==> config.mk <==
export PLATFORM = sky130hd
export DESIGN_NAME = krs_cell
export DESIGN_NICKNAME = d
export VERILOG_FILES = /design/src/sv/krs_pkg.sv /design/src/sv/krs_cell.sv
export SDC_FILE = /design/constraint.sdc
export NUM_CORES = 1
export LEC_CHECK = 0
export CAP_MARGIN = 20
export CORE_UTILIZATION = 57
export CTS_CLUSTER_DIAMETER = 40
export DETAILED_ROUTE_END_ITERATION = 10
export DONT_BUFFER_PORTS = 1
export PLACE_DENSITY_LB_ADDON = 0.25
export SLEW_MARGIN = 40
export SYNTH_ARGS = -nofsm -noshare
export SYNTH_HDL_FRONTEND = slang
export SYNTH_SLANG_ARGS = --single-unit
==> constraint.sdc <==
create_clock -name i_clk -period 3.7 [get_ports i_clk]
set_input_delay 0.37 -clock i_clk [delete_from_list [all_inputs] [get_ports i_clk]]
set_output_delay 0.37 -clock i_clk [all_outputs]
set_load 0.02 [all_outputs]
==> src/sv/krs_pkg.sv <==
// ----------------------------------------------------------------------------
// krs_pkg
// Shared constants for the k-th remaining select/remove block.
// ----------------------------------------------------------------------------
`default_nettype none

package krs_pkg;

    localparam int unsigned FIELD_W       = 11;
    localparam int unsigned MAX_ITEMS_DEF = 1024;
    localparam int unsigned MIN_ITEMS     = 2;

    // Per-row epoch tag; all ones marks a row as stale.
    localparam int unsigned EPOCH_W = 8;
    localparam logic [EPOCH_W-1:0] EPOCH_STALE = '1;
    localparam logic [EPOCH_W-1:0] EPOCH_LAST  = EPOCH_STALE - EPOCH_W'(1);

    localparam logic ACT_REFILL = 1'b0;
    localparam logic ACT_TAKE   = 1'b1;

    typedef logic [FIELD_W-1:0] t_field;
    typedef logic [EPOCH_W-1:0] t_epoch;

endpackage

`default_nettype wire

==> src/sv/krs_cell.sv <==
// ----------------------------------------------------------------------------
// krs_cell
// One tree level: holds the child counts of every node at its depth, picks
// the branch holding the requested rank and takes one off the chosen child.
// ----------------------------------------------------------------------------
`default_nettype none

module krs_cell #(
    parameter int unsigned LEVELS = 10,
    parameter int unsigned DEPTH  = 0
) (
    input  wire logic                  i_clk,
    input  wire logic                  i_rst_n,
    input  wire logic                  i_valid,
    input  wire logic [LEVELS-1:0]     i_node,
    input  wire logic [LEVELS:0]       i_rank,
    input  wire logic [LEVELS:0]       i_items,
    input  wire krs_pkg::t_epoch       i_epoch,
    input  wire logic                  i_sweep,
    input  wire logic [LEVELS-1:0]     i_sweep_addr,
    output logic                       o_valid,
    output logic [LEVELS-1:0]          o_node,
    output logic [LEVELS:0]            o_rank
);
    import krs_pkg::*;

    localparam int unsigned RW      = (DEPTH == 0) ? 1 : DEPTH;
    localparam int unsigned ROWS    = 1 << RW;
    localparam int unsigned CW      = LEVELS - DEPTH;
    localparam int unsigned SPAN    = 1 << (CW - 1);
    localparam int unsigned ENTRY_W = EPOCH_W + 2 * CW;

    logic [ENTRY_W-1:0] r_mem [ROWS];
    logic [ENTRY_W-1:0] r_rd;
    logic               r_busy;
    logic [LEVELS-1:0]  r_node;
    logic [LEVELS:0]    r_rank;

    t_epoch          rd_tag;
    logic            stale;
    logic [LEVELS:0] base_l;
    logic [LEVELS:0] base_r;
    logic [CW-1:0]   left;
    logic [CW-1:0]   right;
    logic            go_left;
    logic [CW-1:0]   n_left;
    logic [CW-1:0]   n_right;

    // Count of present positions in a child span starting at lo (zero based).
    function automatic logic [CW-1:0] def_count(logic [LEVELS:0] lo, logic [LEVELS:0] items);
        logic [LEVELS:0] diff;
        diff = items - lo;
        if (items <= lo) begin
            return '0;
        end else if (diff >= (LEVELS+1)'(SPAN)) begin
            return CW'(SPAN);
        end else begin
            return diff[CW-1:0];
        end
    endfunction

    always_comb begin
        rd_tag  = r_rd[ENTRY_W-1 -: EPOCH_W];
        stale   = (rd_tag != i_epoch);
        base_l  = (LEVELS+1)'(r_node[RW-1:0]) << CW;
        base_r  = base_l + (LEVELS+1)'(SPAN);
        left    = stale ? def_count(base_l, i_items) : r_rd[2*CW-1 -: CW];
        right   = stale ? def_count(base_r, i_items) : r_rd[CW-1:0];
        go_left = ((LEVELS+1)'(left) >= r_rank);
        n_left  = go_left ? left - CW'(1) : left;
        n_right = go_left ? right : right - CW'(1);
        o_valid = r_busy;
        o_node  = (r_node << 1) | LEVELS'(!go_left);
        o_rank  = go_left ? r_rank : r_rank - (LEVELS+1)'(left);
    end

    always_ff @(posedge i_clk) begin
        if (i_sweep) begin
            r_mem[i_sweep_addr[RW-1:0]] <= {EPOCH_STALE, {(2*CW){1'b0}}};
        end else if (r_busy) begin
            r_mem[r_node[RW-1:0]] <= {i_epoch, n_left, n_right};
        end
        if (i_valid) begin
            r_rd <= r_mem[i_node[RW-1:0]];
        end
    end

    always_ff @(posedge i_clk) begin
        if (!i_rst_n) begin
            r_busy <= 1'b0;
        end else begin
            r_busy <= i_valid;
        end
        if (i_valid) begin
            r_node <= i_node;
            r_rank <= i_rank;
        end
    end

endmodule

`default_nettype wire

# Word-level counts from Yosys, hierarchy flattened
# Memories as Yosys holds them, arrays and structs flattened. A register that Yosys moved wholly into a read port is not among the register bits.
# Cells that the tools add are included.
[word_totals] out_inout_bits=22 mem_bits_rw=56 reg_bits=21 wordCells=36 in_bits=54 memories=1
[classes] n_reduce_logical=2 n_bitwise=1 n_addsub=6 n_eq_ne=1 n_lt_le_gt_ge=5 muxes=17
[memory_table] memory="r_mem" depth=2 width=28 read_ports=1 rd_ports_with_merged_regs=1 write_ports=1 line_no="krs_cell.sv:33" rtl="logic [ENTRY_W-1:0] r_mem [ROWS];"
[op_table] operator="$mux 10" n=8
[op_table] operator="$mux 28" n=1
[op_table] operator="$reduce_or 28->1" n=1
[op_table] operator="$ge 11x10->1 const B" n=2
[op_table] operator="$le 11x11->1" n=2
[op_table] operator="$sub 11x11->11" n=2
[op_table] operator="$sub 10x1->10 const B" n=2
[op_table] operator="$add 11x10->11 const B" n=1
[op_table] operator="$ge 10x11->1" n=1
[op_table] operator="$mux 11" n=1
[op_table] operator="$sub 11x10->11" n=1
[op_table] operator="$or 10x1->10" n=1
[op_table] operator="$ne 8x8->1" n=1
[op_table] operator="$mux 1" n=7
[op_table] operator="$logic_not 1->1" n=1

# Depth between registers and ports, before layout
# Gate-level depths: netlist of the first run.
[depth] depth_word=9 depth_mapped=18 ltp_nobuf=15

# Worst setup path after synthesis of the first run
# Ideal clock, no wire load.
[synth_timing] path_type="register -> output" start="register r_node[0]" end="output o_rank[9]" path_buffers=2 path_stages_with_launch=13 setup_slack_ps=-151 t_arrival_ps=3481 required_time_ps=3330 cell_sequence="edfxtp_1 ha_1 nor3b_2 a21boi_1 a31oi_1 ha_1 clkbuf_1 and4_1 nand3_1 o2bb2ai_1 a21o_1 buf_2 o31ai_1"
[synth_between] elab_chain_cells=7 word_cells_on_any_way=9 classes_between="2 x add/sub; 3 x order compare; 4 x mux"
[synth_lines] item="start: declaration" line_no="krs_cell.sv:36" rtl="logic [LEVELS-1:0] r_node;"
[synth_lines] item="start signal: assignment" line_no="krs_cell.sv:95" rtl="r_node <= i_node;"
[synth_lines] item="$sub 11x11->11" line_no="krs_cell.sv:52" rtl="diff = items - lo;"
[synth_lines] item="$ge 11x10->1" line_no="krs_cell.sv:55" rtl="end else if (diff >= (LEVELS+1)'(SPAN)) begin"
[synth_lines] item="$mux 10" line_no="krs_cell.sv:55"
[synth_lines] item="$mux 10 (*)" line_no="krs_cell.sv:53" rtl="if (items <= lo) begin"
[synth_lines] item="$mux 10 (*)" line_no="krs_cell.sv:67" rtl="left = stale ? def_count(base_l, i_items) : r_rd[2*CW-1 -: CW];"
[synth_lines] item="$sub 11x10->11 or $ge 10x11->1 (tied branches)" line_no="krs_cell.sv:74, krs_cell.sv:69"
[synth_lines] item="$mux 11 (*)" line_no="krs_cell.sv:74" rtl="o_rank = go_left ? r_rank : r_rank - (LEVELS+1)'(left);"
[synth_lines] item="end: declaration" line_no="krs_cell.sv:23" rtl="output logic [LEVELS:0] o_rank"
# Mark *: on every way between the ends. The rest lies on a longest branch, timed or not.

# Worst setup path in the final report of the first run
[layout_timing] start="register r_node[0]" end="output o_rank[10]"
# Same word-level chain as after synthesis.

==> results_tabular.tex, run 1 <==
\begin{tabular}{lr}
\hline
Metric & Value \\
\hline
\multicolumn{2}{l}{\textbf{Timing}} \\
Total negative slack for setup checks & -1.62 ns \\
Final worst hold slack & 0.119 ns \\
Slew HR & 50.3\% \\
Clock period minus final worst setup slack & 3.92 ns \\
Final critical-path share of the clock period & 106\% \\
Final setup vio count & 20 \\
Setup slack of the critical path after layout & -0.216 ns \\
Hold violation count in the final report & 0 \\
Setup repair after global routing missed its margin & yes \\
Achievable frequency & 255 MHz \\
Slew Viols, Final & 0 \\
Worst clock skew & 0.0107 ns \\
Transition at the pin with the smallest max-transition slack & 0.744 ns \\
\multicolumn{2}{l}{\textbf{Cells and area}} \\
Antenna diode instance count & 0 \\
Most frequent standard cell in the layout excluding fill and tap cells & sky130\_fd\_sc\_hd\_\_edfxtp\_1 \\
Filler-free cell count of the finished design & between 400 and 500 \\
Highest-count cells in the layout ignoring fill and taps & 74 x sky130\_fd\_sc\_hd\_\_edfxtp\_1, 51 x sky130\_fd\_sc\_hd\_\_buf\_4, 19 x sky130\_fd\_sc\_hd\_\_mux2\_2, 12 x sky130\_fd\_sc\_hd\_\_nand2\_1 \\
Share of the core filled with cells in the final layout & approximately 80\% \\
Net count reported at finish & 427 \\
Layout cells sized above 1 & 50.5\% \\
Layout overhead on the synthesized area & 34.2\% \\
\multicolumn{2}{l}{\textbf{CTS}} \\
Worst-path clk slew & 0.08 ns \\
Worst skew pair latency & 0.34 ns \\
Post-CTS Hold Buffers & 0 \\
Root buffer cell & sky130\_fd\_sc\_hd\_\_clkbuf\_8 \\
Clock tree from TritonCTS & built \\
CTS Buffer Depth & 2 \\
Level count of the clock H-tree & 3 \\
CTS Sinks & 75 \\
Total clock buffers created by CTS & 9 \\
\multicolumn{2}{l}{\textbf{Die}} \\
Total number of placement rows & 29 \\
Die span in x & 84.4 um \\
Starting density of the core & 59.9\% \\
Die area & 0.00712 mm2 \\
Die height & 84.4 um \\
Core Footprint & roughly 0.0065 mm2 \\
Number of I/O pins & 76 \\
\multicolumn{2}{l}{\textbf{Route}} \\
Wire length per cell & roughly 23 um \\
Number of routed nets with antenna violations & 0 \\
Total via count after detailed routing & about 3000 \\
Routed Wire Length & 10000 um \\
Pre-Repair DR Iteration Count & 8 \\
Average via count per standard cell & roughly 6.6 \\
Starting DRC count in detailed routing & roughly 180 \\
Post-route DRC violation count & 2 \\
\multicolumn{2}{l}{\textbf{Pwr}} \\
Power density normalized to cell area & 446 mW/mm2 \\
Proportion of power drawn by flip-flops and latches & between 40 and 50\% \\
Peak supply drop & between 0.0003 and 0.0004 V \\
Net switching fraction of the power & about 29\% \\
Total internal power & 1.65 mW \\
Combinational share of power & 25.7\% \\
Clk pwr share & approximately 30\% \\
Switching power & 0.660 mW \\
Leakage & 1.87 nW \\
\multicolumn{2}{l}{\textbf{Global routing}} \\
Global-route wire length before repair & 14900 um \\
Number of antenna violations at the first check in global routing & 0 \\
Vias in the first global route & 2942 \\
Pin count of the biggest net entering global routing & 40 \\
Tot GR Track Use & 28.0\% \\
Sum of overflow across all layers after global routing & 0 \\
\multicolumn{2}{l}{\textbf{Synth}} \\
Synth unique cells & 62 \\
Proportion of synthesized area in mux cells & 6.99\% \\
Post-synthesis async set-or-reset flop share & 0\% \\
Sequential share of the synthesized area & slightly below 60\% \\
Post-synth design cell area & 0.00387 mm2 \\
Avg Synthesized Cell Area & 12.7 um2 \\
Xor-xnor portion of the synthesized cell area & 4.30\% \\
Net Count, Synth & around 370 \\
Number of flip-flops and latches in the synthesized netlist & 75 \\
Simple-Gate Fraction of Synth Area & between 10 and 15\% \\
Main combinational cell family by area after synthesis & simple AND/OR/NAND/NOR gates \\
Share of the synthesized area in compound gates (AO/OA/AOI/OAI) & 9.87\% \\
Number of enable flip-flop cells after synthesis & 74 \\
Primary flip-flop cell chosen by synthesis mapping & sky130\_fd\_sc\_hd\_\_edfxtp\_1 \\
Post-synthesis share of cell area spent on full adders, half adders and majority gates & 3.11\% \\
Yosys Warn Count & 0 \\
Number of cells produced by synthesis & 305 \\
\multicolumn{2}{l}{\textbf{Worst setup path}} \\
Crit Path Max Fanout & 5 \\
Data arrival time at the worst-slack endpoint & around 3.6 ns \\
CP Launch Type & register \\
Cell Chain, Critical Path & ha\_4, nor3b\_4, buf\_4, nand3\_1, o21ai\_2, inv\_2, ha\_4, and4\_4, nand3\_2, o2bb2ai\_4, a21o\_4, buf\_6, a211o\_1, xnor2\_1, buf\_4 \\
Critical-path top delay cell & sky130\_fd\_sc\_hd\_\_edfxtp\_1 \\
Worst path required time & 3.33 ns \\
Path type of the worst setup path & reg2out \\
Critical path's largest stage delay & 0.44 ns \\
Crit-path leading delay family & compound AO/OA/AOI/OAI gates \\
Buffering stage count on the worst path with inverters included & 4 \\
Crit end category & primary output \\
\multicolumn{2}{l}{\textbf{Min path}} \\
Class of the tightest hold or removal check & in2reg \\
\multicolumn{2}{l}{\textbf{Place}} \\
Placed Cells & 397 \\
Detailed placer's ending HPWL & 5500 um \\
Final GP Congestion & 0.850 \\
Port bufs & 0 \\
\multicolumn{2}{l}{\textbf{Outcome}} \\
Run status & complete, but fails checks \\
Violations in the final reports & design-rule violations, negative setup slack \\
\multicolumn{2}{l}{\textbf{Job}} \\
Reported max-cap violation count & 0 \\
\hline
\end{tabular}
==> Yosys cell counts (2+ instances only) <==
master                      instances  share of area, %
sky130_fd_sc_hd__edfxtp_1          74                57
sky130_fd_sc_hd__mux2_2            19               5.5
sky130_fd_sc_hd__xnor2_1           18               4.1
sky130_fd_sc_hd__nor3_1            17               2.2
sky130_fd_sc_hd__inv_1             16               1.6
sky130_fd_sc_hd__nand2_1           15               1.5
sky130_fd_sc_hd__and3_1            11               1.8
sky130_fd_sc_hd__nand3_1           10               1.3
sky130_fd_sc_hd__a21oi_1            9               1.2
sky130_fd_sc_hd__nor2_1             9              0.87
sky130_fd_sc_hd__or2_2              9               1.5
sky130_fd_sc_hd__ha_1               8               2.6
sky130_fd_sc_hd__a31oi_1            6              0.97
sky130_fd_sc_hd__clkbuf_1           5              0.49
sky130_fd_sc_hd__nor4_1             5              0.81
sky130_fd_sc_hd__o21a_1             5              0.97
sky130_fd_sc_hd__o21ai_0            5              0.65
sky130_fd_sc_hd__a21o_1             4              0.78
sky130_fd_sc_hd__buf_6              4               1.2
sky130_fd_sc_hd__and4_1             3              0.68
sky130_fd_sc_hd__mux2i_1            3              0.78
sky130_fd_sc_hd__nand4_1            3              0.49
sky130_fd_sc_hd__a21boi_0           2              0.39
sky130_fd_sc_hd__buf_2              2              0.26
sky130_fd_sc_hd__nand2b_1           2              0.32
sky130_fd_sc_hd__nor3b_1            2              0.39
sky130_fd_sc_hd__o21ai_1            2              0.26
sky130_fd_sc_hd__o2bb2ai_1          2              0.45
sky130_fd_sc_hd__o31a_1             2              0.45
==> cell type report <==
class                      instances  area (um2)
clock inverter                     6        90.1
fill                             341        1270
sequential                        75        2240
inverter                          17        71.3
timing repair buffer              60         497
timing repair inverter             1        7.51
tap                               77        96.3
clock buffer                       9         124
multi-input combinational        200        2060
==> layer usage <==
layer	vias to the layer above	GRT usage, %	share of wire (%)
met4	0	15.4	3.0
met3	34	6.98	6.8
met5	-	0	0
met2	132	46.4	50
met1	1477	34.0	40
li1	1273	-	-
==> registers in the layout, summed over array words and instances, names as in the netlist <==
name / cells
r_mem: 36
o_valid: 1
r_node: 9
r_rank: 11
r_rd: 18
==> worst paths after layout <==
kind                start  depth (start not counted)  slack, ns           end
max reg2reg     r_node[0]                         18      -0.08  r_mem[1][13]
min             i_rank[2]                          0       0.12     r_rank[2]
min reg2reg  r_mem[1][23]                          1       0.55      r_rd[23]
max             r_node[0]                         15      -0.22    o_rank[10]
==> stage by stage <==
stage / instance area, um2 / total power, mW / worst slack [ns]
global route: 5190 / 2.39 / -0.406
detailed placement: 4120 / 1.43 / -0.172
CTS: 4960 / 2.24 / -0.110
finish: 5190 / 2.31 / -0.216
floorplan: 3900 / 1.33 / -0.0453
global placement: 4120 / 1.42 / -0.0936
==> power groups by stage <==
stage / sequential, mW / clock (mW) / combinational (mW)
4_1_cts: 1.03 / 0.694 / 0.519
3_5_place_dp: 1.04 / 0 / 0.388
5_1_grt: 1.04 / 0.722 / 0.629
6_report: 1.03 / 0.688 / 0.596
3_3_place_gp: 1.04 / 0 / 0.380
2_1_floorplan: 1.03 / 0 / 0.294
==> what timing repair did <==
| item | CTS | global route |
|---|---|---|
| buffers inserted | 26 | 7 |
| gates cloned | 1 | 0 |
| endpoints found under the setup margin | 26 | 28 |
| gates resized for setup | 82 | 31 |
| pin swaps | 26 | 17 |
==> kinds of logic after synthesis <==
group | count (synthesis)
fa+ha+maj | 9
simple gates | 95
buf+inv | 30
mux | 24
flops | 75
xor+xnor | 19
compound gates | 53
Note: power is estimated with default switching activity, not from simulation.
==> run 2: changes to the inputs <==
- PLACE_DENSITY: not set -> 0.86
- PLACE_DENSITY_LB_ADDON: 0.25 -> not set
==> results_tabular.tex, run 2 (synthesized netlist as in run 1, its figures left out) <==
\begin{tabular}{lr}
\hline
Metric & Value \\
\hline
\multicolumn{2}{l}{\textbf{CTS}} \\
Post-CTS Hold Buffers & 0 (unchanged) \\
Level count of the clock H-tree & 3 (unchanged) \\
CTS Buffer Depth & 2 (unchanged) \\
Worst skew pair latency & 0.37 ns (+0.03 ns) \\
Root buffer cell & sky130\_fd\_sc\_hd\_\_clkbuf\_8 \\
Total clock buffers created by CTS & 9 (unchanged) \\
CTS Sinks & 75 (unchanged) \\
Worst-path clk slew & 0.09 ns (about the same) \\
Clock tree from TritonCTS & built \\
\multicolumn{2}{l}{\textbf{Global routing}} \\
Global-route wire length before repair & 15000 um (+0.83\%) \\
Sum of overflow across all layers after global routing & 0 (unchanged) \\
Number of antenna violations at the first check in global routing & 0 (unchanged) \\
Vias in the first global route & 2926 (-0.54\%) \\
Tot GR Track Use & 28.7\% (+0.68 points) \\
Pin count of the biggest net entering global routing & 40 (unchanged) \\
\multicolumn{2}{l}{\textbf{Route}} \\
Starting DRC count in detailed routing & 291 (+64\%) \\
Number of routed nets with antenna violations & 0 (unchanged) \\
Pre-Repair DR Iteration Count & 8 (unchanged) \\
Total via count after detailed routing & 3001 (+2.9\%) \\
Post-route DRC violation count & 8 (+6) \\
Average via count per standard cell & 6.85 (+4.6\%) \\
Routed Wire Length & 11300 um (+13\%) \\
Wire length per cell & 25.9 um (+15\%) \\
\multicolumn{2}{l}{\textbf{Job}} \\
Reported max-cap violation count & 0 (unchanged) \\
\multicolumn{2}{l}{\textbf{Worst setup path}} \\
Endpoint of the worst-slack reg-to-reg timing path & r\_mem[1][15] \\
Minimum setup slack among reg-to-reg paths & -0.14 ns (-0.06 ns) \\
Crit Path Max Fanout & 3 (-2) \\
Worst path required time & 3.33 ns (about the same) \\
Crit end category & primary output \\
Critical path destination & o\_rank[9] \\
Data arrival time at the worst-slack endpoint & 3.65 ns (+0.10 ns) \\
Worst reg2reg startpoint & r\_node[0] \\
CP Launch Type & register \\
Path type of the worst setup path & reg2out \\
Worst r2r path cells & 15 (-3) \\
Critical path origin & r\_node[0] \\
\multicolumn{2}{l}{\textbf{Cells and area}} \\
Max FFs per register & 36 (unchanged) \\
Share of the core filled with cells in the final layout & 78.8\% (-1.5 points) \\
Layout overhead on the synthesized area & 31.7\% \\
Highest-count cells in the layout ignoring fill and taps & 74 x sky130\_fd\_sc\_hd\_\_edfxtp\_1, 40 x sky130\_fd\_sc\_hd\_\_buf\_4, 19 x sky130\_fd\_sc\_hd\_\_mux2\_2, 14 x sky130\_fd\_sc\_hd\_\_nand2\_1 \\
Net count reported at finish & 419 (-1.9\%) \\
Final instance area & 0.00509 mm2 (-1.9\%) \\
Antenna diode instance count & 0 (unchanged) \\
Most frequent standard cell in the layout excluding fill and tap cells & sky130\_fd\_sc\_hd\_\_edfxtp\_1 \\
Layout cells sized above 1 & 48.2\% (-2.3 points) \\
\multicolumn{2}{l}{\textbf{Die}} \\
Die span in x & 84.4 um (unchanged) \\
Starting density of the core & 59.9\% (unchanged) \\
Die area & 0.00712 mm2 (unchanged) \\
Number of I/O pins & 76 (unchanged) \\
Total number of placement rows & 29 (unchanged) \\
Die height & 84.4 um (unchanged) \\
Core Footprint & 0.00646 mm2 (unchanged) \\
\multicolumn{2}{l}{\textbf{Place}} \\
Final GP Congestion & 0.857 (+0.80\%) \\
Detailed placer's ending HPWL & 5750 um (+4.7\%) \\
Port bufs & 0 (unchanged) \\
Cell area after placement & 0.00416 mm2 (+0.91\%) \\
\multicolumn{2}{l}{\textbf{Timing}} \\
Transition at the pin with the smallest max-transition slack & 0.734 ns (-0.0104 ns) \\
Clock period minus final worst setup slack & 4.02 ns (+0.107 ns) \\
Setup repair after global routing missed its margin & yes \\
Setup slack of the critical path after layout & -0.324 ns (-0.107 ns) \\
Final worst hold slack & 0.0888 ns (-0.0301 ns) \\
Final critical-path share of the clock period & 109\% (+2.9 points) \\
Achievable frequency & 249 MHz (-2.7\%) \\
Hold violation count in the final report & 0 (unchanged) \\
Final setup vio count & 28 (+40\%) \\
Slew HR & 51.0\% (+0.70 points) \\
Worst clock skew & 0.0167 ns (+0.00595 ns) \\
Slew Viols, Final & 0 (unchanged) \\
\multicolumn{2}{l}{\textbf{Outcome}} \\
Run status & complete, but fails checks \\
Violations in the final reports & design-rule violations, negative setup slack \\
\multicolumn{2}{l}{\textbf{Min path}} \\
Class of the tightest hold or removal check & in2reg \\
\multicolumn{2}{l}{\textbf{Pwr}} \\
Final Total Pwr & 2.27 mW (-1.8\%) \\
Leakage & 1.88 nW (+0.72\%) \\
Peak supply drop & 0.000265 V (-13\%) \\
Power density normalized to cell area & 447 mW/mm2 (+0.14\%) \\
\hline
\end{tabular}
[run 2: final cells by class]
cell class / instances / area [um2]
sequential: 75 / 2240
multi-input combinational: 200 / 2040
fill: 314 / 1370
tap: 77 / 96.3
timing repair buffer: 53 / 450
inverter: 17 / 66.3
clock buffer: 13 / 169
clock inverter: 3 / 22.5
[run 2: stage by stage]
stage / std cells / setup TNS, ns / setup WS (ns)
after CTS: 430 / -1.65 / -0.186
final: 438 / -4.05 / -0.324
after global placement: 402 / 0 / 0.0815
after floorplan: 305 / -0.0906 / -0.0453
after global routing: 438 / -6.99 / -0.424
after detailed placement: 402 / 0 / 0.0118
[run 2: timing repair]
item,4_1_cts,5_1_grt
buffers inserted,12,8
pin swaps,18,31
setup endpoints to repair,14,30
gates resized for setup,47,65
[run 2: how the worst min path moves through the flow]
stage          cells past startpoint      start        end  slack (ns)
6_report                           0  i_rank[3]  r_rank[3]        0.09
5_1_grt                            0  i_rank[3]  r_rank[3]        0.09
4_1_cts                            0  i_node[3]  r_node[3]         0.1
3_5_place_dp                       0  i_rank[4]  r_rank[4]        0.47
3_3_place_gp                       0  i_node[1]  r_node[1]        0.47
2_1_floorplan                      0  i_node[0]  r_node[0]        0.47
[run 2: metal layers]
layer  routed length, um  GRT usage [%]
met5                   0              0
met4                 586           17.1
met3                 993           7.67
met2                5570           45.6
met1                4200           35.6
[run 2: worst max-delay path, cell delays in order (launching register included)]
cell and delay, ns:
sky130_fd_sc_hd__edfxtp_1 0.43, sky130_fd_sc_hd__ha_4 0.29, sky130_fd_sc_hd__nor3b_4 0.30, sky130_fd_sc_hd__buf_6 0.18, sky130_fd_sc_hd__a31oi_4 0.13, sky130_fd_sc_hd__ha_4 0.28
sky130_fd_sc_hd__a21oi_4 0.14, sky130_fd_sc_hd__o311ai_4 0.13, sky130_fd_sc_hd__a311o_1 0.38, sky130_fd_sc_hd__o2bb2ai_2 0.25, sky130_fd_sc_hd__a21oi_2 0.12, sky130_fd_sc_hd__o21a_1 0.22
sky130_fd_sc_hd__o31ai_4 0.30, sky130_fd_sc_hd__buf_6 0.17
[run 2: power by group]
| part | switching, mW | internal, mW |
|---|---|---|
| logic | 0.334 | 0.285 |
| registers | 0.0423 | 0.992 |
| clock network | 0.320 | 0.300 |
| total | 0.696 | 1.58 |
==> run 3: changes to the inputs <==
- REMOVE_ABC_BUFFERS: not set -> 1
==> results_tabular.tex, run 3 (synthesized netlist as in run 1, its figures left out) <==
\begin{tabular}{lr}
\hline
Metric & Value \\
\hline
\multicolumn{2}{l}{\textbf{Outcome}} \\
Run status & complete, but fails checks \\
Violations in the final reports & design-rule violations, negative setup slack \\
\multicolumn{2}{l}{\textbf{Timing}} \\
Worst clock skew & 0.0188 ns (+0.00210 ns) \\
Transition at the pin with the smallest max-transition slack & 0.935 ns (+0.202 ns) \\
Slew Viols, Final & 0 (unchanged) \\
Clock period minus final worst setup slack & 4.07 ns (+0.0425 ns) \\
Setup repair after global routing missed its margin & yes \\
Hold violation count in the final report & 0 (unchanged) \\
Achievable frequency & 246 MHz (-1.0\%) \\
Final critical-path share of the clock period & 110\% (+1.1 points) \\
Slew HR & 37.5\% (-13 points) \\
Final setup vio count & 26 (-7.1\%) \\
Setup slack of the critical path after layout & -0.366 ns (-0.0425 ns) \\
\multicolumn{2}{l}{\textbf{Pwr}} \\
Switching power & 0.732 mW (+5.2\%) \\
Leakage & 1.94 nW (+3.0\%) \\
Total internal power & 1.69 mW (+7.1\%) \\
Net switching fraction of the power & 30.3\% (-0.37 points) \\
Proportion of power drawn by flip-flops and latches & 42.8\% (-2.7 points) \\
Combinational share of power & 26.6\% (-0.6 points) \\
Clk pwr share & 30.6\% (+3.3 points) \\
Peak supply drop & 0.000410 V (+55\%) \\
Power density normalized to cell area & 460 mW/mm2 (+3.1\%) \\
\multicolumn{2}{l}{\textbf{Worst setup path}} \\
CP Launch Type & register \\
Data arrival time at the worst-slack endpoint & 3.70 ns (+0.05 ns) \\
Crit Path Max Fanout & 7 (+4) \\
Crit path top cell by count & sky130\_fd\_sc\_hd\_\_ha\_4 \\
Buffering stage count on the worst path with inverters included & 4 (+2) \\
Path type of the worst setup path & reg2out \\
Crit end category & primary output \\
Critical path's largest stage delay & 0.44 ns (about the same) \\
Critical-path top delay cell & sky130\_fd\_sc\_hd\_\_edfxtp\_1 \\
Crit-path leading delay family & simple AND/OR/NAND/NOR gates \\
Worst path required time & 3.33 ns (about the same) \\
Cell Chain, Critical Path & ha\_4, nor3b\_4, buf\_6, a21boi\_4, a31oi\_4, ha\_4, and4\_4, nand4b\_1, nor4\_2, a21o\_4, buf\_12, buf\_8, mux2i\_1, buf\_4 \\
\multicolumn{2}{l}{\textbf{Cells and area}} \\
Layout overhead on the synthesized area & 36.0\% \\
Layout cells sized above 1 & 49.7\% (+1.5 points) \\
Share of the core filled with cells in the final layout & 81.4\% (+2.6 points) \\
Area of the multi-input gates & 0.00203 mm2 (-0.67\%) \\
Max FFs per register & 36 (unchanged) \\
FILL cells & 299 (-4.8\%) \\
Highest-count cells in the layout ignoring fill and taps & 74 x sky130\_fd\_sc\_hd\_\_edfxtp\_1, 49 x sky130\_fd\_sc\_hd\_\_buf\_4, 18 x sky130\_fd\_sc\_hd\_\_mux2\_2, 15 x sky130\_fd\_sc\_hd\_\_inv\_1, 15 x sky130\_fd\_sc\_hd\_\_buf\_6 \\
Most frequent standard cell in the layout excluding fill and tap cells & sky130\_fd\_sc\_hd\_\_edfxtp\_1 \\
Net count reported at finish & 434 (+3.6\%) \\
Antenna diode instance count & 0 (unchanged) \\
Filler-free cell count of the finished design & 453 (+3.4\%) \\
Storage element area & 0.00224 mm2 (unchanged) \\
\multicolumn{2}{l}{\textbf{Route}} \\
Average via count per standard cell & 7.12 (+3.9\%) \\
Post-route DRC violation count & 6 (-2) \\
Wire length per cell & 26.6 um (+2.8\%) \\
Number of routed nets with antenna violations & 0 (unchanged) \\
Routed Wire Length & 12100 um (+6.3\%) \\
Pre-Repair DR Iteration Count & 11 (+3) \\
Total via count after detailed routing & 3226 (+7.5\%) \\
Starting DRC count in detailed routing & 489 (+68\%) \\
\multicolumn{2}{l}{\textbf{CTS}} \\
Level count of the clock H-tree & 3 (unchanged) \\
Root buffer cell & sky130\_fd\_sc\_hd\_\_clkbuf\_8 \\
Worst skew pair latency & 0.37 ns (about the same) \\
Clock tree from TritonCTS & built \\
Post-CTS Hold Buffers & 0 (unchanged) \\
CTS Sinks & 75 (unchanged) \\
Total clock buffers created by CTS & 9 (unchanged) \\
CTS Buffer Depth & 2 (unchanged) \\
Worst-path clk slew & 0.10 ns (about the same) \\
\multicolumn{2}{l}{\textbf{Die}} \\
Number of I/O pins & 76 (unchanged) \\
Die height & 84.4 um (unchanged) \\
Total number of placement rows & 29 (unchanged) \\
Starting density of the core & 59.9\% (unchanged) \\
Die span in x & 84.4 um (unchanged) \\
Die area & 0.00712 mm2 (unchanged) \\
Core Footprint & 0.00646 mm2 (unchanged) \\
\multicolumn{2}{l}{\textbf{Place}} \\
Setup WS pre-CTS & -0.238 ns (-0.250 ns) \\
Port bufs & 0 (unchanged) \\
Placed Cells & 406 (+1.0\%) \\
Detailed placer's ending HPWL & 5700 um (-0.89\%) \\
Final GP Congestion & 0.892 (+4.1\%) \\
\multicolumn{2}{l}{\textbf{Global routing}} \\
Sum of overflow across all layers after global routing & 0 (unchanged) \\
Global-route wire length before repair & 14700 um (-2.0\%) \\
Vias in the first global route & 2883 (-1.5\%) \\
Pin count of the biggest net entering global routing & 40 (unchanged) \\
Tot GR Track Use & 27.8\% (-0.89 points) \\
Number of antenna violations at the first check in global routing & 0 (unchanged) \\
\multicolumn{2}{l}{\textbf{Job}} \\
Reported max-cap violation count & 0 (unchanged) \\
\multicolumn{2}{l}{\textbf{Min path}} \\
Class of the tightest hold or removal check & in2reg \\
\hline
\end{tabular}
==> run 3: stage by stage <==
stage,power (mW),instance area (um2),setup TNS (ns),hold slack (ns)
2_1_floorplan,1.30,3780,-1.39,0.469
3_3_place_gp,1.43,4160,0,0.469
3_5_place_dp,1.44,4160,-2.31,0.469
4_1_cts,2.23,4760,-1.34,0.0985
5_1_grt,2.48,5260,-9.97,0.0672
6_report,2.42,5260,-6.25,0.0870
==> run 3: timing repair <==
action                     4_1_cts  5_1_grt
resized for setup               54       64
gates cloned                     1        0
pin swaps                       15       25
setup endpoints to repair       24       28
setup buffers                   12       19
==> run 3: path summary, 6_finish.rpt <==
| path | startpoint | endpoint | slack, ns | depth (start not counted) |
|---|---|---|---|---|
| worst max-delay path | r_node[0] | o_rank[0] | -0.37 | 14 |
| worst min-delay path | i_rank[2] | r_rank[2] | 0.09 | 0 |
| worst max register to register | r_node[0] | r_mem[0][15] | -0.29 | 16 |
| worst min register to register | r_mem[1][22] | r_rd[22] | 0.55 | 1 |
==> run 3: final cells by class <==
class / instances / share of cell area [%]
inverter: 17 / 1.36
clock buffer: 9 / 2.36
tap: 77 / 1.83
sequential: 75 / 42.6
timing repair inverter: 1 / 0.143
timing repair buffer: 67 / 11.2
multi-input combinational: 200 / 38.6
clock inverter: 7 / 1.90
==> run 3: power by group through the flow <==
stage	registers (mW)	clock network, mW	logic (mW)
3_5_place_dp	1.04	0	0.399
2_1_floorplan	1.04	0	0.264
4_1_cts	1.03	0.714	0.486
5_1_grt	1.04	0.768	0.671
3_3_place_gp	1.04	0	0.386
6_report	1.04	0.740	0.645
==> run 3: routing by layer <==
metal	GRT usage (%)	share of wire, %	up-vias
li1	-	-	1303
met1	34.6	37	1552
met2	44.5	47	282
met3	7.57	9.0	89
met4	15.6	6.7	0
met5	0	0	-
